==> src/mme_pkg.sv <==
// ----------------------------------------------------------------------------
// mme_pkg: shared types and constants for the MIDI message encoder
// Opcodes, fixed MIDI byte values, field widths and the run record that
// travels from the front end to the byte serializer.
// ----------------------------------------------------------------------------
package mme_pkg;

  // field widths
  localparam int OPCODE_W = 3;
  localparam int CHAN_W   = 4;
  localparam int BYTE_W   = 8;
  localparam int BEND_W   = 14;
  localparam int DATA7_W  = 7;
  localparam int CFG_W    = 7;
  localparam int CFG_IDX_W = 1;

  // longest run of bytes one command can cause
  localparam int RUN_MAX = 8;
  localparam int RUN_IDX_W = 3;

  // command opcodes
  typedef enum logic [OPCODE_W-1:0] {
    OP_NOTE_OFF = 3'd0,
    OP_NOTE_ON  = 3'd1,
    OP_PROGRAM  = 3'd2,
    OP_CONTROL  = 3'd3,
    OP_BEND     = 3'd4,
    OP_SYSEX    = 3'd5
  } op_t;

  // configuration register indexes
  localparam logic [CFG_IDX_W-1:0] CFG_DEVICE_ID = 1'b0;
  localparam logic [CFG_IDX_W-1:0] CFG_MODEL_ID  = 1'b1;

  localparam logic [CFG_W-1:0] DEVICE_ID_RST = 7'h10;
  localparam logic [CFG_W-1:0] MODEL_ID_RST  = 7'h16;

  // status nibbles (upper half of the status byte)
  localparam logic [3:0] ST_NOTE_OFF = 4'h8;
  localparam logic [3:0] ST_NOTE_ON  = 4'h9;
  localparam logic [3:0] ST_CONTROL  = 4'hB;
  localparam logic [3:0] ST_PROGRAM  = 4'hC;
  localparam logic [3:0] ST_BEND     = 4'hE;

  // sysex framing bytes
  localparam logic [BYTE_W-1:0] SX_START = 8'hF0;
  localparam logic [BYTE_W-1:0] SX_MAKER = 8'h41;
  localparam logic [BYTE_W-1:0] SX_DT1   = 8'h12;
  localparam logic [BYTE_W-1:0] SX_END   = 8'hF7;

  // number of header bytes ahead of the first payload byte
  localparam logic [RUN_IDX_W-1:0] SX_HDR_LEN = 3'd5;

  // one command's bytes, ready to serialize
  typedef struct packed {
    logic [RUN_MAX-1:0][BYTE_W-1:0] bytes;
    logic [RUN_IDX_W-1:0]           last_idx;
  } run_t;

  // front end to queue
  typedef struct packed {
    logic valid;
    run_t run;
  } push_t;

  // queue to serializer
  typedef struct packed {
    logic avail;
    run_t run;
  } head_t;

endpackage

==> src/mme_in_if.sv <==
// ----------------------------------------------------------------------------
// mme_in_if: command channel
// Valid/ready channel carrying one encoder command per transaction.
// ----------------------------------------------------------------------------
interface mme_in_if import mme_pkg::*; ();

  logic                valid;
  logic                ready;
  logic [OPCODE_W-1:0] opcode;
  logic [CHAN_W-1:0]   channel;
  logic [BYTE_W-1:0]   data_one;
  logic [BYTE_W-1:0]   data_two;
  logic [BEND_W-1:0]   bend_value;
  logic                first;
  logic                last;

  modport source (
    output valid, opcode, channel, data_one, data_two, bend_value, first, last,
    input  ready
  );

  modport sink (
    input  valid, opcode, channel, data_one, data_two, bend_value, first, last,
    output ready
  );

endinterface

==> src/mme_out_if.sv <==
// ----------------------------------------------------------------------------
// mme_out_if: MIDI byte channel
// Valid/ready channel carrying one MIDI byte per transaction.
// ----------------------------------------------------------------------------
interface mme_out_if import mme_pkg::*; ();

  logic              valid;
  logic              ready;
  logic [BYTE_W-1:0] out_byte;
  logic              end_of_run;

  modport source (
    output valid, out_byte, end_of_run,
    input  ready
  );

  modport sink (
    input  valid, out_byte, end_of_run,
    output ready
  );

endinterface

==> src/mme_front.sv <==
// ----------------------------------------------------------------------------
// mme_front: command decode
// Accepts commands, builds the complete byte run for each one, keeps the
// sysex payload sum and holds the sysex header configuration registers.
// ----------------------------------------------------------------------------
module mme_front import mme_pkg::*; (
  input  logic                 clk,
  input  logic                 rst_n,
  mme_in_if.sink               in_ch,
  input  logic                 q_full,
  output push_t                push,
  input  logic                 cfg_we,
  input  logic [CFG_IDX_W-1:0] cfg_index,
  input  logic [CFG_W-1:0]     cfg_wdata
);

  logic [CFG_W-1:0]     device_id_r;
  logic [CFG_W-1:0]     model_id_r;
  logic [DATA7_W-1:0]   sum_r;
  logic [DATA7_W-1:0]   sum_nxt;
  logic [DATA7_W-1:0]   sum_base;
  logic [DATA7_W-1:0]   checksum;
  logic [RUN_IDX_W-1:0] sx_base;
  logic                 accept;
  logic                 known_op;
  run_t                 run;

  assign in_ch.ready = !q_full;
  assign accept      = in_ch.valid && in_ch.ready;

  // configuration registers
  always_ff @(posedge clk) begin
    if (!rst_n) begin
      device_id_r <= DEVICE_ID_RST;
      model_id_r  <= MODEL_ID_RST;
    end else if (cfg_we) begin
      case (cfg_index)
        CFG_DEVICE_ID: device_id_r <= cfg_wdata;
        CFG_MODEL_ID:  model_id_r  <= cfg_wdata;
        default: ;
      endcase
    end
  end

  // running payload sum, restarted by a first-marked byte
  assign sum_base = in_ch.first ? '0 : sum_r;
  assign sum_nxt  = DATA7_W'(sum_base + in_ch.data_one[DATA7_W-1:0]);
  assign checksum = DATA7_W'({DATA7_W{1'b0}} - sum_nxt);
  assign sx_base  = in_ch.first ? SX_HDR_LEN : '0;

  always_ff @(posedge clk) begin
    if (!rst_n) begin
      sum_r <= '0;
    end else if (accept && (op_t'(in_ch.opcode) == OP_SYSEX)) begin
      sum_r <= sum_nxt;
    end
  end

  // build the byte run
  always_comb begin
    run      = '0;
    known_op = 1'b1;
    case (op_t'(in_ch.opcode))
      OP_NOTE_OFF, OP_NOTE_ON, OP_CONTROL: begin
        case (op_t'(in_ch.opcode))
          OP_NOTE_OFF: run.bytes[0] = {ST_NOTE_OFF, in_ch.channel};
          OP_NOTE_ON:  run.bytes[0] = {ST_NOTE_ON, in_ch.channel};
          default:     run.bytes[0] = {ST_CONTROL, in_ch.channel};
        endcase
        run.bytes[1] = {1'b0, in_ch.data_one[DATA7_W-1:0]};
        run.bytes[2] = {1'b0, in_ch.data_two[DATA7_W-1:0]};
        run.last_idx = 3'd2;
      end
      OP_PROGRAM: begin
        run.bytes[0] = {ST_PROGRAM, in_ch.channel};
        run.bytes[1] = {1'b0, in_ch.data_one[DATA7_W-1:0]};
        run.last_idx = 3'd1;
      end
      OP_BEND: begin
        run.bytes[0] = {ST_BEND, in_ch.channel};
        run.bytes[1] = {1'b0, in_ch.bend_value[DATA7_W-1:0]};
        run.bytes[2] = {1'b0, in_ch.bend_value[BEND_W-1:DATA7_W]};
        run.last_idx = 3'd2;
      end
      OP_SYSEX: begin
        // header slots are overwritten by payload when there is no header
        run.bytes[0] = SX_START;
        run.bytes[1] = SX_MAKER;
        run.bytes[2] = {1'b0, device_id_r};
        run.bytes[3] = {1'b0, model_id_r};
        run.bytes[4] = SX_DT1;
        run.bytes[sx_base] = in_ch.data_one;
        if (in_ch.last) begin
          run.bytes[RUN_IDX_W'(sx_base + 3'd1)] = {1'b0, checksum};
          run.bytes[RUN_IDX_W'(sx_base + 3'd2)] = SX_END;
          run.last_idx = RUN_IDX_W'(sx_base + 3'd2);
        end else begin
          run.last_idx = sx_base;
        end
      end
      default: known_op = 1'b0;
    endcase
  end

  // undefined opcodes are consumed without producing a run
  assign push.valid = accept && known_op;
  assign push.run   = run;

endmodule

==> src/mme_queue.sv <==
// ----------------------------------------------------------------------------
// mme_queue: run queue
// Small FIFO of complete byte runs between the decoder and the serializer.
// ----------------------------------------------------------------------------
module mme_queue import mme_pkg::*; #(
  parameter int DEPTH = 2
) (
  input  logic  clk,
  input  logic  rst_n,
  input  push_t push,
  output logic  full,
  input  logic  pop,
  output head_t head
);

  localparam int PTR_W = $clog2(DEPTH);
  localparam int CNT_W = $clog2(DEPTH + 1);

  run_t             mem [DEPTH];
  logic [PTR_W-1:0] wr_ptr_r;
  logic [PTR_W-1:0] rd_ptr_r;
  logic [CNT_W-1:0] count_r;
  logic             do_pop;

  assign full   = (count_r == CNT_W'(DEPTH));
  assign do_pop = pop && (count_r != '0);

  // storage
  always_ff @(posedge clk) begin
    if (push.valid) begin
      mem[wr_ptr_r] <= push.run;
    end
  end

  // pointers and fill count
  always_ff @(posedge clk) begin
    if (!rst_n) begin
      wr_ptr_r <= '0;
      rd_ptr_r <= '0;
      count_r  <= '0;
    end else begin
      if (push.valid) begin
        wr_ptr_r <= (wr_ptr_r == PTR_W'(DEPTH - 1)) ? '0 : PTR_W'(wr_ptr_r + 1'b1);
      end
      if (do_pop) begin
        rd_ptr_r <= (rd_ptr_r == PTR_W'(DEPTH - 1)) ? '0 : PTR_W'(rd_ptr_r + 1'b1);
      end
      case ({push.valid, do_pop})
        2'b10:   count_r <= CNT_W'(count_r + 1'b1);
        2'b01:   count_r <= CNT_W'(count_r - 1'b1);
        default: count_r <= count_r;
      endcase
    end
  end

  assign head.avail = (count_r != '0);
  assign head.run   = mem[rd_ptr_r];

endmodule

==> src/mme_back.sv <==
// ----------------------------------------------------------------------------
// mme_back: byte serializer
// Walks the run at the queue head one byte per cycle, unless out_ch stalls,
// into a registered output stage, flagging the final byte of each run.
// ----------------------------------------------------------------------------
module mme_back import mme_pkg::*; (
  input  logic   clk,
  input  logic   rst_n,
  input  head_t  head,
  output logic   pop,
  mme_out_if.source out_ch
);

  logic [RUN_IDX_W-1:0] idx_r;
  logic [RUN_IDX_W-1:0] idx_nxt;
  logic                 out_valid_r;
  logic [BYTE_W-1:0]    out_byte_r;
  logic                 out_end_r;
  logic                 load;
  logic                 at_end;

  // output stage can take a byte when empty or being drained
  assign load   = head.avail && (!out_valid_r || out_ch.ready);
  assign at_end = (idx_r == head.run.last_idx);
  assign pop    = load && at_end;

  always_comb begin
    idx_nxt = idx_r;
    if (load) begin
      idx_nxt = at_end ? '0 : RUN_IDX_W'(idx_r + 1'b1);
    end
  end

  // byte index within the head run
  always_ff @(posedge clk) begin
    if (!rst_n) begin
      idx_r <= '0;
    end else begin
      idx_r <= idx_nxt;
    end
  end

  // output register
  always_ff @(posedge clk) begin
    if (!rst_n) begin
      out_valid_r <= 1'b0;
    end else if (load) begin
      out_valid_r <= 1'b1;
    end else if (out_ch.ready) begin
      out_valid_r <= 1'b0;
    end
  end

  always_ff @(posedge clk) begin
    if (load) begin
      out_byte_r <= head.run.bytes[idx_r];
      out_end_r  <= at_end;
    end
  end

  assign out_ch.valid      = out_valid_r;
  assign out_ch.out_byte   = out_byte_r;
  assign out_ch.end_of_run = out_end_r;

endmodule

==> src/midi_message_encoder.sv <==
// ----------------------------------------------------------------------------
// midi_message_encoder: MIDI channel message and sysex byte encoder
// Converts commands into MIDI byte streams with a sysex checksum.
// ----------------------------------------------------------------------------
// Each command on in_ch becomes a run of MIDI bytes on out_ch, one byte per
// transaction, with end_of_run set on the run's final byte. Note off, note
// on, control change and pitch bend give 3 bytes, program change 2, a sysex
// payload byte 1, plus 5 header bytes when marked first and the checksum and
// F7 when marked last (up to 8). Undefined opcodes are taken and dropped.
// The serializer emits one byte per cycle unless out_ch stalls it; the
// decoder builds the whole run in the accepting cycle and parks it in a
// QUEUE_DEPTH-entry queue, so commands are accepted back to back while
// earlier runs are still being sent, until the queue is full. With an
// empty queue the first byte goes through the queue entry and then the
// output register. Configuration (device and model id of the sysex header)
// is taken on any cycle with cfg_we high and must be written while idle.
// ----------------------------------------------------------------------------
module midi_message_encoder import mme_pkg::*; #(
  parameter int QUEUE_DEPTH = 2
) (
  input  logic                 clk,
  input  logic                 rst_n,
  mme_in_if.sink               in_ch,
  mme_out_if.source            out_ch,
  input  logic                 cfg_we,
  input  logic [CFG_IDX_W-1:0] cfg_index,
  input  logic [CFG_W-1:0]     cfg_wdata
);

  push_t push;
  head_t head;
  logic  q_full;
  logic  pop;

  // decode and run build
  mme_front u_front (
    .clk       (clk),
    .rst_n     (rst_n),
    .in_ch     (in_ch),
    .q_full    (q_full),
    .push      (push),
    .cfg_we    (cfg_we),
    .cfg_index (cfg_index),
    .cfg_wdata (cfg_wdata)
  );

  // run queue
  mme_queue #(
    .DEPTH (QUEUE_DEPTH)
  ) u_queue (
    .clk   (clk),
    .rst_n (rst_n),
    .push  (push),
    .full  (q_full),
    .pop   (pop),
    .head  (head)
  );

  // byte serializer
  mme_back u_back (
    .clk    (clk),
    .rst_n  (rst_n),
    .head   (head),
    .pop    (pop),
    .out_ch (out_ch)
  );

endmodule

==> src/flat_wrapper.sv <==
// flat-port wrapper written by rule: the top's interface ports become plain ports
module midi_message_encoder_flat import mme_pkg::*;
#(
  parameter int QUEUE_DEPTH = 2
)
  (clk, rst_n, cfg_we, cfg_index, cfg_wdata, in_ch_valid, in_ch_opcode, in_ch_channel, in_ch_data_one, in_ch_data_two, in_ch_bend_value, in_ch_first, in_ch_last, in_ch_ready, out_ch_valid, out_ch_out_byte, out_ch_end_of_run, out_ch_ready);
  mme_in_if in_ch_i ();
  mme_out_if out_ch_i ();
  input  logic clk;
  input  logic rst_n;
  input  logic cfg_we;
  input  logic [CFG_IDX_W-1:0] cfg_index;
  input  logic [CFG_W-1:0] cfg_wdata;
  input wire logic [$bits(in_ch_i.valid)-1:0] in_ch_valid;
  input wire logic [$bits(in_ch_i.opcode)-1:0] in_ch_opcode;
  input wire logic [$bits(in_ch_i.channel)-1:0] in_ch_channel;
  input wire logic [$bits(in_ch_i.data_one)-1:0] in_ch_data_one;
  input wire logic [$bits(in_ch_i.data_two)-1:0] in_ch_data_two;
  input wire logic [$bits(in_ch_i.bend_value)-1:0] in_ch_bend_value;
  input wire logic [$bits(in_ch_i.first)-1:0] in_ch_first;
  input wire logic [$bits(in_ch_i.last)-1:0] in_ch_last;
  output wire logic [$bits(in_ch_i.ready)-1:0] in_ch_ready;
  output wire logic [$bits(out_ch_i.valid)-1:0] out_ch_valid;
  output wire logic [$bits(out_ch_i.out_byte)-1:0] out_ch_out_byte;
  output wire logic [$bits(out_ch_i.end_of_run)-1:0] out_ch_end_of_run;
  input wire logic [$bits(out_ch_i.ready)-1:0] out_ch_ready;
  assign in_ch_i.valid = in_ch_valid;
  assign in_ch_i.opcode = in_ch_opcode;
  assign in_ch_i.channel = in_ch_channel;
  assign in_ch_i.data_one = in_ch_data_one;
  assign in_ch_i.data_two = in_ch_data_two;
  assign in_ch_i.bend_value = in_ch_bend_value;
  assign in_ch_i.first = in_ch_first;
  assign in_ch_i.last = in_ch_last;
  assign in_ch_ready = in_ch_i.ready;
  assign out_ch_valid = out_ch_i.valid;
  assign out_ch_out_byte = out_ch_i.out_byte;
  assign out_ch_end_of_run = out_ch_i.end_of_run;
  assign out_ch_i.ready = out_ch_ready;
  midi_message_encoder #(.QUEUE_DEPTH(QUEUE_DEPTH)) u_core (.clk(clk), .rst_n(rst_n), .in_ch(in_ch_i), .out_ch(out_ch_i), .cfg_we(cfg_we), .cfg_index(cfg_index), .cfg_wdata(cfg_wdata));
endmodule
==> config.mk <==
export PLATFORM = sky130hd
export DESIGN_NAME = midi_message_encoder_flat
export DESIGN_NICKNAME = d
export VERILOG_FILES = /design/src/mme_pkg.sv /design/src/mme_in_if.sv /design/src/mme_out_if.sv /design/src/mme_front.sv /design/src/mme_queue.sv /design/src/mme_back.sv /design/src/midi_message_encoder.sv /design/src/flat_wrapper.sv
export SDC_FILE = /design/constraint.sdc
export NUM_CORES = 1
export LEC_CHECK = 0
export BUFFER_PORTS_ARGS = -buffer_cell sky130_fd_sc_hd__buf_4
export CAP_MARGIN = 40
export CORE_ASPECT_RATIO = 1.2
export CORE_UTILIZATION = 50
export DETAILED_ROUTE_END_ITERATION = 10
export GPL_TIMING_DRIVEN = 0
export PLACE_DENSITY = 0.69
export SYNTH_ARGS = -nofsm -noshare
export SYNTH_HDL_FRONTEND = slang
export SYNTH_HIERARCHICAL = 1
export SYNTH_SLANG_ARGS = --single-unit
==> constraint.sdc <==
create_clock -name clk -period 9.5 [get_ports clk]
set_input_delay 1.425 -clock clk [delete_from_list [all_inputs] [get_ports clk]]
set_output_delay 1.425 -clock clk [all_outputs]
set_load 0.02 [all_outputs]
After elaboration in Yosys (flattened, before gate mapping)
Memories as Yosys holds them, arrays and structs flattened. A register that Yosys moved wholly into a read port is not among the register bits. Cells that the tools add are included.

Bits in read-only memories: 0. Memories kept: 1. RAM bits: 134. Logic and storage cells: 89. Bits in latches: 0. Bits in registers: 38.

Memories: u_core.u_queue.mem (words 2, bits a word 67, read ports 1, clocked after memory_dff 1, write ports 1, line mme_queue.sv:19) `run_t mem [DEPTH];`.

Order comparisons: 7. Reductions and logical operators: 20. Multiplexer cells: 29. Add/subtract/negate cells: 9. Bitwise gates (word level): 4. $mul: 0. Equality and inequality tests: 9. Shift operators: 0. Divide/modulo/power cells: 0.

Operators with widths (number): bitwise mux 64 bit (2); case mux 19 bit (4 select lines) (1); demux 8 bit (select 3 bit) (3); 2-to-1 mux 64 bit (1); bitwise OR 56 bit (1); 2-to-1 mux 40 bit (1); 2-to-1 mux 8 bit (4); binary-select mux 8 bit (select 3 bit) (1); case mux 8 bit (3 select lines) (1); less-than comparator 3 x 4 -> 1 bit, second input constant (4); case mux 6 bit (2 select lines) (1); >= comparator 3 x 1 -> 1 bit, second input constant (3); logical AND 1 bit (9); 2-to-1 mux 1 bit (9); 2-to-1 mux 3 bit (3); AND 8 bit (1); inverter 8 bit (1); adder 7 bit (1); 2-to-1 mux 7 bit (1); subtractor 1 x 7 -> 7 bit, first input constant (1); adder 3 x 1 -> 3 bit, second input constant (2); equality test 3 x 2 -> 1 bit, second input constant (2); equality test 3 bit, second input constant (2); nonzero test 2 bit (3); 16 further kinds (20).

Longest topological paths before layout
Gate-level depths: netlist (run 1).

Depth in word-level cells: 10. Depth in mapped cells: 11. Gate-level depth less buffers: 10.

Cells and area by module
The synthesis (run 1) kept the hierarchy.

By module, submodules not included: mme_queue (cells an instance 231, times used 1, area each 5047.3 µm²); mme_front (cells an instance 288, times used 1, area each 2062.0 µm²); mme_back (cells an instance 62, times used 1, area each 1032.2 µm²).

Least setup slack after synthesis (run 1)
Ideal clock, no wire load.

Kind: input port to flip-flop. Start point: in in_ch_opcode[2]. End point: mem u_core/u_queue/mem[0][0] (netlist bit) (enable). Setup slack: 4124 ps. Stages on the path: 5. Arrival time: 4882 ps. Cell sequence: buf_2 -> buf_1 -> a21oi_1 -> inv_1 -> nor2_1.

RTL lines: start, declared (line flat_wrapper.sv:15) `input wire logic [$bits(in_ch_i.opcode)-1:0] in_ch_opcode;`; end, declared (line mme_queue.sv:19).

==> summary.md, run 1 <==
| Metric | Value |
|---|---|
| Yosys reg bits | `173` |
| Period utilisation layout | `0.392` |
| Worst slew pin tran | `0.796 ns` |
| Sw Ratio | `0.242` |
| Core area | `15800 µm²` |
| Avg WL per Cell | `19.0 µm` |
| Multiplexer area fraction after synthesis | `0.171` |
| Inst Count DP | `860` |
| Synthesis Warnings | `6` |
| Cell-internal power | `1.35 mW` |
| Mapped Cells | `581` |
| Clk_lat worst skew | `around 0.43 ns` |
| Maximum vdd drop | `0.121 mV` |
| Initial antenna violation count | `0` |
| Slew Limit Headroom | `0.470` |
| Reg2Reg Setup Slack | `6.75 ns` |
| Synth Flop Type | `edfxtp_1` |
| Port Buffers | `between 50 and 60` |
| First-pass GRT wire length | `~26000 µm` |
| Layout Cell Area excl Fill | `9500 µm²` |
| Main combinational cell family by area after synthesis | `multiplexers` |
| Root Driver | `clkbuf_16` |
| Chip height | `142 µm` |
| Area fraction in compound gates after synthesis | `0.0595` |
| Vias per cell | `5.51` |
| Clock skew | `0.00721 ns` |
| Max_cap viols | `0` |
| Share of cells above drive strength 1 | `0.317` |
| Hold path endpoint | `u_core/u_front/model_id_r[2]` |
| Fill count | `1242` |
| Final nets | `~730` |
| Final Setup Violations | `0` |
| Clk slew on worst S/H paths | `0.07 ns` |
| Min Hold Slack | `0.468 ns` |
| Area grow syn2layout | `16.6%` |
| DPL Wire Length | `12100 µm` |
| Crit Reg-Reg Endpoint | `u_core/u_queue/count_r[1]` |
| Clock power share | `0.360` |
| Post-layout minimum cycle time | `3.72 ns` |
| Share of the synthesized area in the top cell type | `0.527` |
| Cell accounting for the most synthesized area | `edfxtp_1` |
| P per Cell Area | `187 nW/µm²` |
| RSZ-0062 raised after global routing | `no` |
| TritonCTS Buffers | `17` |
| CP max FO | `10` |
| Fin. max-slew vios | `0` |
| Simple-Gate Fraction of Synth Area | `0.0942` |
| Reg power frac | `0.501` |
| Vias in the first global route | `4954` |
| # Post-CTS Setup Buffers | `0` |
| Final Hold Viols | `0` |
| Overall Global Routing Usage | `0.215` |
| Ys async rst share | `0` |
| DR DRC count | `0` |
| CTS hold repair buffers | `0` |
| Status | `finished clean` |
| Cell variety after synth | `59` |
| Type of origin of the critical path | `input port` |
| # diodes | `0` |
| GP Congestion | `roughly 0.87` |
| Worst-case clock buffer depth | `2` |
| Largest cells by area after synthesis | `edfxtp_1 (53%), mux2_2 (9.3%), dfxtp_1 (7.4%)` |
| Combinational share of power | `0.139` |
| Clk sink count | `173` |
| Most common cell after layout, fill and taps aside | `edfxtp_1` |
| Pre-antenna DRT Iters | `5` |
| Starting DRT DRC Count | `265` |
| Worst Setup Path Type | `in2reg` |
| Leak | `3.56 nW` |
| Hold Crit Start | `u_core/u_front/model_id_r[2]` |
| Largest net degree at the start of global routing | `47` |
| Number of synthesized flops with an enable pin | `143` |
| Total gr overflow | `0` |
| FF-to-FF path depth | `9` |
| Final ANT Viol Nets | `0` |
| Die width | `118 µm` |
| Starting Density | `0.516` |
| Adder-cell share of the synthesized area | `0.0163` |
| Max frequency | `269 MHz` |
| Synth Area in XOR/XNOR | `0.0161` |
| Final cell count without fillers | `892` |
| Hold crit path type | `reg2reg` |
| Post-Syn Area | `approximately 8100 µm²` |
| CP endpoint kind | `register` |
| Num ports | `63` |
| Die area | `~17000 µm²` |
| DR vias | `4917` |
| Cell Rows | `50` |
| Worst Path Arrival | `3.90 ns` |
| CTS tree | `done` |
| Mean Syn Cell Area | `14.0 µm²` |
| Most frequent cells in the layout | `edfxtp_1 (143), buf_4 (79), mux2_2 (67), nor2_1 (36)` |
| Seq/Total Area, Yosys | `0.601` |
| Total wire length | `roughly 17000 µm` |
| Post-Place Cell Area | `8960 µm²` |
| H-tree depth | `4` |
| CP required | `9.68 ns` |
| Setup TNS Final | `0 ns` |
| P_sw | `0.431 mW` |
| CTS-repair resized insts | `0` |
| Hold path cells | `2` |
-- worst max-delay path: stages --
cell and delay (ns):
buf_4 0.11, clkbuf_1 0.22, nor2b_1 0.17, ha_1 0.20, inv_1 0.06, fa_1 0.38, nand2b_1 0.19, a21o_1 0.19
o211a_1 0.24, or4_1 0.47, mux2i_1 0.16, nor2_1 0.08
-- cell usage after synthesis, types with 2 or more instances --
master       n
a21boi_0     4
a21oi_1     17
a221o_1      3
a22oi_1      5
a31oi_1      2
and2_1      12
and3_1      10
buf_1        2
buf_2        7
buf_4       20
clkbuf_1    13
dfxtp_1     30
edfxtp_1   143
ha_1         9
inv_1       16
mux2_2      67
mux2_4       8
mux2i_1     13
mux4_1       8
mux4_2       8
nand2_1     30
nand2b_1     6
nand3_1      7
nor2_1      37
nor2b_1     26
nor3_1       2
nor3b_1      2
o211a_1      3
o211ai_1     2
o21a_1       3
o21ai_0     20
o22ai_1      3
o2bb2ai_1    3
or2_2        2
xnor2_1      8
xor2_1       7
-- layout make-up --
| type | instances | area [µm²] | area share |
|---|---|---|---|
| flip-flops and latches | 173 | 4890 | 0.515 |
| multi-input cells | 357 | 2960 | 0.311 |
| repair buffers | 62 | 510 | 0.0538 |
| clock buffers | 20 | 458 | 0.0482 |
| plain buffers | 44 | 273 | 0.0287 |
| well taps | 208 | 260 | 0.0274 |
| clock inverters | 12 | 82.6 | 0.00870 |
| inverters | 16 | 60.1 | 0.00632 |
-- worst max path at each step --
stage	from	end	slack, ns
after CTS	in_ch_first	u_core/u_queue/mem[0][14]	5.83
after floorplan	in_ch_opcode[2]	u_core/u_queue/mem[0][0]	4.12
final	in_ch_first	u_core/u_queue/mem[1][17]	5.78
after global routing	in_ch_first	u_core/u_queue/mem[0][17]	5.62
after global placement	in_ch_opcode[2]	u_core/u_queue/mem[0][57]	2.17
after detailed placement	in_ch_first	u_core/u_queue/mem[0][14]	5.37
-- cell families (layout without fill, tap and decap cells) --
group	after synthesis	count (layout)
flip-flops	173	173
multiplexers	104	104
buffers and inverters	60	154
AO/OA/AOI/OAI	73	73
XOR/XNOR	15	15
adder cells (fa/ha/maj)	10	10
other	1	10
AND/OR/NAND/NOR	145	145
-- power groups by stage --
stage	logic, mW	clock network (mW)	registers (mW)
floorplan	0.154	0	0.915
global placement	0.238	0	0.910
detailed placement	0.249	0	0.907
CTS	0.249	0.650	0.891
global route	0.266	0.680	0.895
finish	0.248	0.640	0.891
-- per-layer routing --
layer	part of all wire	track usage	wire length [µm]	vias to the layer above
li1	-	-	-	2321
met1	0.42	0.270	7100	2379
met2	0.50	0.366	8450	188
met3	0.060	0.0458	1020	29
met4	0.022	0.0826	380	0
met5	0	0	0	-
-- sequential cells by signal, indices dropped and copies added, names as in the netlist, named ones only --
signal                           count
u_core/u_queue/wr_ptr_r              1
u_core/u_back/out_ch.end_of_run      1
u_core/u_back/out_ch.out_byte        8
u_core/u_back/out_ch.valid           1
u_core/u_front/model_id_r            7
u_core/u_queue/count_r               2
u_core/u_queue/mem                 134
u_core/u_back/idx_r                  3
u_core/u_front/sum_r                 7
u_core/u_queue/rd_ptr_r              1
u_core/u_front/device_id_r           7
-- metrics by stage --
step	total power, mW	util	setup WS [ns]
finish	1.78	0.602	5.78
global route	1.84	0.602	5.62
CTS	1.79	0.602	5.83
detailed placement	1.16	0.568	5.37
global placement	1.15	0.563	2.17
floorplan	1.07	-	4.12
Note: power is estimated with default switching activity, not from simulation.
==> inputs of run 2 (changes only) <==
ABC_AREA = 1   (was not set)
PLACE_DENSITY = 0.72   (was 0.69)
clock period = 3.35 ns   (was 9.5 ns; I/O delays follow)
==> run 2 against run 1 <==
Net effect: combinational power rose to 3.4 times the previous value; largest power group unchanged; area after synthesis rose by 2.2%; sequential power rose to 2.8 times the previous value.
==> summary.md, run 2 <==
| Metric | Value |
|---|---|
| Chip height | `~140 µm` |
| GP Congestion | `0.936` |
| Num ports | `63` |
| CP required | `~3.5 ns` |
| FF-to-FF path depth | `5` |
| Final nets | `916` |
| Clk sink count | `173` |
| Vias in the first global route | `between 5k and 6k` |
| Max_cap viols | `0` |
| Maximum vdd drop | `between 0.3 and 0.4 mV` |
| Cell Rows | `between 50 and 60` |
| Overall Global Routing Usage | `0.231` |
| Clk slew on worst S/H paths | `0.06 ns` |
| Worst Setup Path Type | `in2reg` |
| Worst-case clock buffer depth | `2` |
| DPL Wire Length | `13600 µm` |
| Hold path cells | `3` |
| DR DRC count | `0` |
| Cell variety after synth | `44` |
| P per Cell Area | `561 nW/µm²` |
| Inst Count DP | `1047` |
| Status | `finished clean` |
| First-pass GRT wire length | `29000 µm` |
| Pre-antenna DRT Iters | `5` |
| Largest cells by area after synthesis | `edfxtp_1 (52%), dfxtp_1 (7.2%), nand2_1 (5.5%)` |
| Vias per cell | `5.37` |
| Most frequent cells in the layout | `edfxtp_1 (143), nand2_1 (122), nor2_1 (104), buf_4 (86), inv_1 (64)` |
| Core area | `16300 µm²` |
| Post-layout minimum cycle time | `~2.6 ns` |
| Synth Flop Type | `edfxtp_1` |
| Yosys reg bits | `173` |
| Total gr overflow | `0` |
| Mean Syn Cell Area | `10.9 µm²` |
| Fill count | `1303` |
| Starting DRT DRC Count | `452` |
| Total wire length | `18700 µm` |
| Fin util | `0.604` |
| Final cell count without fillers | `1079` |
| Ys async rst share | `0` |
| CP endpoint kind | `register` |
| Die area | `between 15000 and 20000 µm²` |
| Max reg flops | `about 130` |
| Top cells by count, synth | `edfxtp_1 (143), nand2_1 (122), nor2_1 (105)` |
| Synthesis Warnings | `6` |
| Number of synthesized flops with an enable pin | `143` |
| CP max FO | `10` |
| Largest net degree at the start of global routing | `66` |
| Leak | `4.05 nW` |
| CTS tree | `done` |
| Type of origin of the critical path | `input port` |
| Final Setup Violations | `0` |
| Hold crit path type | `in2reg` |
| DR vias | `roughly 5.8k` |
| Slew Limit Headroom | `0.516` |
| Area grow syn2layout | `18.0%` |
| Worst Path Arrival | `2.79 ns` |
| TritonCTS Buffers | `17` |
| Most common cell after layout, fill and taps aside | `edfxtp_1` |
| Share of cells above drive strength 1 | `0.266` |
| Final total power | `roughly 5.5 mW` |
| Seq/Total Area, Yosys | `0.588` |
| CTS-repair resized insts | `0` |
| Min Hold Slack | `0.313 ns` |
| # Post-CTS Setup Buffers | `0` |
| Max frequency | `about 380 MHz` |
| RSZ-0062 raised after global routing | `no` |
| Clock skew | `0.00791 ns` |
| Fin. max-slew vios | `0` |
| Avg WL per Cell | `17.3 µm` |
| Largest reg by FF count | `u_core/u_queue/mem` |
| Clk_lat worst skew | `0.43 ns` |
| Starting Density | `0.511` |
| Period utilisation layout | `0.778` |
| Share of the synthesized area in the top cell type | `0.516` |
| Cell accounting for the most synthesized area | `edfxtp_1` |
| Mapped Cells | `761` |
| Port Buffers | `61` |
| CTS hold repair buffers | `0` |
| Worst slew pin tran | `between 0.7 and 0.8 ns` |
| Post-Syn Area | `between 8000 and 9000 µm²` |
| Final Hold Viols | `0` |
| Initial antenna violation count | `0` |
| H-tree depth | `4` |
| Die width | `120 µm` |
| Most common cell in the netlist | `edfxtp_1` |
| Final ANT Viol Nets | `0` |
| Root Driver | `clkbuf_16` |
| # diodes | `0` |
==> run 2: changes by cell type after synthesis, sizes merged, moves of 10 or more <==
| cell | before | now |
|---|---|---|
| nand3 | 7 | 21 |
| o21ai | 20 | 80 |
| inv | 16 | 75 |
| and3 | 10 | 0 |
| clkbuf | 13 | 3 |
| buf | 31 | 41 |
| and2 | 12 | 1 |
| mux2i | 13 | 0 |
| nor2 | 39 | 111 |
| mux4 | 16 | 0 |
| nand2 | 30 | 126 |
| nor2b | 26 | 0 |
==> run 2: path summary, 6_finish.rpt <==
kind | from | end | slack [ns]
worst max-delay path | in_ch_first | u_core/u_queue/mem[1][17] | 0.74
worst min-delay path | cfg_wdata[3] | u_core/u_front/device_id_r[3] | 0.31
worst max register to register | u_core/u_queue/count_r[0] | u_core/u_queue/mem[0][41] | 0.76
worst min register to register | u_core/u_front/model_id_r[6] | u_core/u_front/model_id_r[6] | 0.48
==> run 2: kinds of logic (layout without fill, tap and decap cells) <==
logic type                 Yosys count  count (layout)  synth area share
xor gates and xnor gates             5               5           0.00526
adders and majority gates           10              10            0.0159
DFF                                173             173             0.588
other                                1              10          0.000451
and+or+nand+nor                    270             270             0.135
muxes                               67              67             0.104
AOI/OAI and AO/OA                  115             115            0.0753
buffers and inverters              120             217            0.0759
==> run 2: cell type report <==
type                            count  area, µm²  area share
Inverter                           76        293      0.0298
Multi-Input combinational cell    477       2840       0.289
Clock inverter                     12        184      0.0187
Tap cell                          212        265      0.0270
Sequential cell                   173       4890       0.498
Buffer                             44        342      0.0348
Clock buffer                       20        467      0.0475
Timing Repair Buffer               65        541      0.0550
==> run 2: routing by layer <==
| metal | vias up | GRT usage | share of wire |
|---|---|---|---|
| met1 | 2755 | 0.279 | 0.39 |
| met3 | 48 | 0.0472 | 0.063 |
| li1 | 2768 | - | - |
| met2 | 222 | 0.393 | 0.51 |
| met4 | 0 | 0.113 | 0.035 |
| met5 | - | 0 | 0 |
==> run 2: critical path: stages <==
cell,delay (ns)
buf_4,0.14
clkbuf_1,0.24
nor2_1,0.17
ha_1,0.21
inv_1,0.07
fa_1,0.53
ha_1,0.19
inv_1,0.05
nor2_2,0.11
nand3_2,0.11
nor2_2,0.11
nand2_1,0.05
nand2_1,0.07
nand3_1,0.07
nand2_1,0.07
nand2_1,0.07
==> run 2: power by group <==
| part | switching [mW] | internal, mW | total [mW] |
|---|---|---|---|
| Combinational | 0.516 | 0.339 | 0.855 |
| Sequential | 0.0395 | 2.49 | 2.52 |
| Clock | 0.819 | 1.31 | 2.13 |
==> run 2: per-stage QoR <==
step	setup TNS [ns]	area, µm²	setup WS (ns)
2_1_floorplan	0	8360	0.0857
3_3_place_gp	-150.72	9080	-1.49
3_5_place_dp	0	9170	0.287
4_1_cts	0	9820	0.715
5_1_grt	0	9820	0.573
6_report	0	9820	0.744
==> inputs of run 3 (changes only) <==
PLACE_DENSITY = 0.69   (was 0.72)
clock period = 2.4 ns   (was 3.35 ns; I/O delays follow)
==> run 3 against run 2 <==
Net effect: wire length rose by 1.5%; critical path depth fell by 4; the run now ends with negative setup slack left; first-iteration DRC count fell by 8.8%; core utilization rose by 0.25 points; largest power group unchanged; design area rose by 0.42%; highest routed layer unchanged.
==> summary.md, run 3 (same netlist as run 2, synthesis figures left out) <==
| Metric | Value |
|---|---|
| Final nets | `around 900` |
| Die area | `roughly 17000 µm²` |
| Final ANT Viol Nets | `0` |
| Fin. max-slew vios | `0` |
| Total wire length | `roughly 19000 µm` |
| Period utilisation layout | `1.01` |
| FF-to-FF path depth | `12` |
| Slowest cell on crit path | `fa_1` |
| Final Setup Violations | `2` |
| Worst flop-to-flop path startpoint | `u_core/u_front/sum_r[0]` |
| Fin worst setup slack | `-0.0142 ns` |
| Max frequency | `just over 400 MHz` |
| Final Hold Viols | `0` |
| Pre-antenna DRT Iters | `4` |
| Layout Cell Area excl Fill | `9860 µm²` |
| Final total power | `7.57 mW` |
| Leak | `between 4 and 5 nW` |
| DPL Wire Length | `13800 µm` |
| H-tree depth | `4` |
| Most common cell after layout, fill and taps aside | `edfxtp_1` |
| Worst Setup Path Type | `reg2reg` |
| Worst-case clock buffer depth | `2` |
| Num ports | `63` |
| Hold Crit Start | `cfg_wdata[4]` |
| Vias in the first global route | `5655` |
| CP required | `2.62 ns` |
| CP endpoint kind | `register` |
| Clk sink count | `~170` |
| Worst Path Arrival | `between 2 and 3 ns` |
| GP Congestion | `0.930` |
| Buf+Inv Stages, Crit Path | `3` |
| Worst slew pin tran | `0.929 ns` |
| CP max FO | `2` |
| Chip height | `143 µm` |
| CTS tree | `done` |
| DR vias | `5865` |
| Area grow syn2layout | `18.5%` |
| Core area | `16300 µm²` |
| Avg WL per Cell | `17.5 µm` |
| Maximum vdd drop | `~0.52 mV` |
| Most frequent CP cell | `inv_2` |
| Vias per cell | `5.41` |
| Root Driver | `clkbuf_16` |
| CP max stage delay | `0.52 ns` |
| Failing checks | `negative setup slack` |
| Max reg flops | `134` |
| First-pass GRT wire length | `29400 µm` |
| Overall Global Routing Usage | `0.231` |
| Status | `complete, but fails checks` |
| Starting Density | `0.511` |
| Clock skew | `about 0.0084 ns` |
| Post-Place Cell Area | `between 9000 and 10000 µm²` |
| Post-layout minimum cycle time | `2.41 ns` |
| TritonCTS Buffers | `17` |
| Hold path endpoint | `u_core/u_front/device_id_r[4]` |
| Crit path cell chain | `inv_2, nor2_4, ha_2, inv_2, fa_1, ha_2, inv_2, nor2_4, nand3_2, nor2_2, nand3_1, a21oi_1` |
| Total gr overflow | `0` |
| P per Cell Area | `about 770 nW/µm²` |
| Clk_lat worst skew | `0.43 ns` |
| Die width | `120 µm` |
| Clk slew on worst S/H paths | `~0.070 ns` |
| Share of cells above drive strength 1 | `0.284` |
| Min Hold Slack | `roughly 0.16 ns` |
| Most frequent cells in the layout | `edfxtp_1 (143), nand2_1 (121), nor2_1 (102), buf_4 (90), inv_1 (61)` |
| RSZ-0062 raised after global routing | `yes` |
| Cell Rows | `51` |
| DR DRC count | `0` |
| Setup TNS Final | `-0.0279 ns` |
| Largest net degree at the start of global routing | `39` |
| Max_cap viols | `0` |
| Initial antenna violation count | `0` |
| Port Buffers | `between 60 and 70` |
| Reg2Reg Setup Slack | `-0.01 ns` |
| CTS hold repair buffers | `0` |
| Largest reg by FF count | `u_core/u_queue/mem` |
| Cell family with most CP delay | `adder cells` |
| Type of origin of the critical path | `register` |
| Hold path cells | `3` |
| Starting DRT DRC Count | `412` |
| Hold crit path type | `in2reg` |
| Fin util | `0.606` |
| Slew Limit Headroom | `0.381` |
| # diodes | `0` |
| Crit Reg-Reg Endpoint | `u_core/u_queue/mem[1][57]` |
[run 3: changes by cell type in the layout (fill, tap and decap cells not counted), sizes merged]
cell | previous run | this run
buf | 106 | 110
inv | 77 | 81
clkinv | 2 | 5
clkinvlp | 5 | 2
clkbuf | 23 | 21
bufinv | 4 | 3
[run 3: how the worst max path moves through the flow]
stage	slack, ns	endpoint	from	cells after the start
2_1_floorplan	0.005	u_core/u_queue/mem[0][17]	in_ch_first	15
3_3_place_gp	-0.74	u_core/u_queue/mem[0][30]	in_ch_opcode[2]	5
6_report	-0.01	u_core/u_queue/mem[1][57]	u_core/u_front/sum_r[0]	12
3_5_place_dp	-0.42	u_core/u_queue/mem[1][17]	in_ch_first	16
4_1_cts	0.009	u_core/u_queue/mem[0][17]	u_core/u_front/sum_r[0]	15
5_1_grt	-0.16	u_core/u_queue/mem[0][17]	u_core/u_front/sum_r[0]	15
[run 3: repair_timing]
action / CTS / global route
pin swaps: 4 / 10
setup endpoints to repair: 6 / 52
gates cloned: 0 / 1
gates resized for setup: 1 / 12
setup buffers: 3 / 1
[run 3: worst reg2reg max path: stages, from the launching register on]
cell     delay, ns
dfxtp_2       0.33
inv_2         0.05
nor2_4        0.08
ha_2          0.21
inv_2         0.04
fa_1          0.52
ha_2          0.19
inv_2         0.04
nor2_4        0.08
nand3_2       0.09
nor2_2        0.14
nand3_1       0.12
a21oi_1       0.32
[run 3: stage by stage]
step / cells / worst slack [ns]
5_1_grt: 1084 / -0.158
4_1_cts: 1082 / 0.00886
2_1_floorplan: 770 / 0.00528
6_report: 1084 / -0.0142
3_5_place_dp: 1047 / -0.421
3_3_place_gp: 1043 / -0.740
[run 3: where the power goes]
part	internal [mW]	switching, mW	leakage [nW]
sequential	3.47	0.0557	1.63
clock	1.69	1.16	0.307
combinational	0.479	0.720	2.13
total	5.64	1.93	4.07
[run 3: final cells by class]
cell class / count / area, µm²
sequential: 173 / 4900
buffer: 44 / 358
inverter: 76 / 294
timing repair inverter: 1 / 5.00
fill: 1332 / 6410
clock buffer: 18 / 439
timing repair buffer: 69 / 563
tap: 212 / 265
clock inverter: 14 / 179
multi-input combinational: 477 / 2860
[run 3: per-layer routing]
metal | vias to the layer above | track usage | share of wire | routed length (µm)
met4 | 0 | 0.0875 | 0.022 | 425
li1 | 2782 | - | - | -
met2 | 230 | 0.407 | 0.52 | 9860
met1 | 2820 | 0.279 | 0.41 | 7700
met5 | - | 0 | 0 | 0
met3 | 33 | 0.0448 | 0.052 | 996
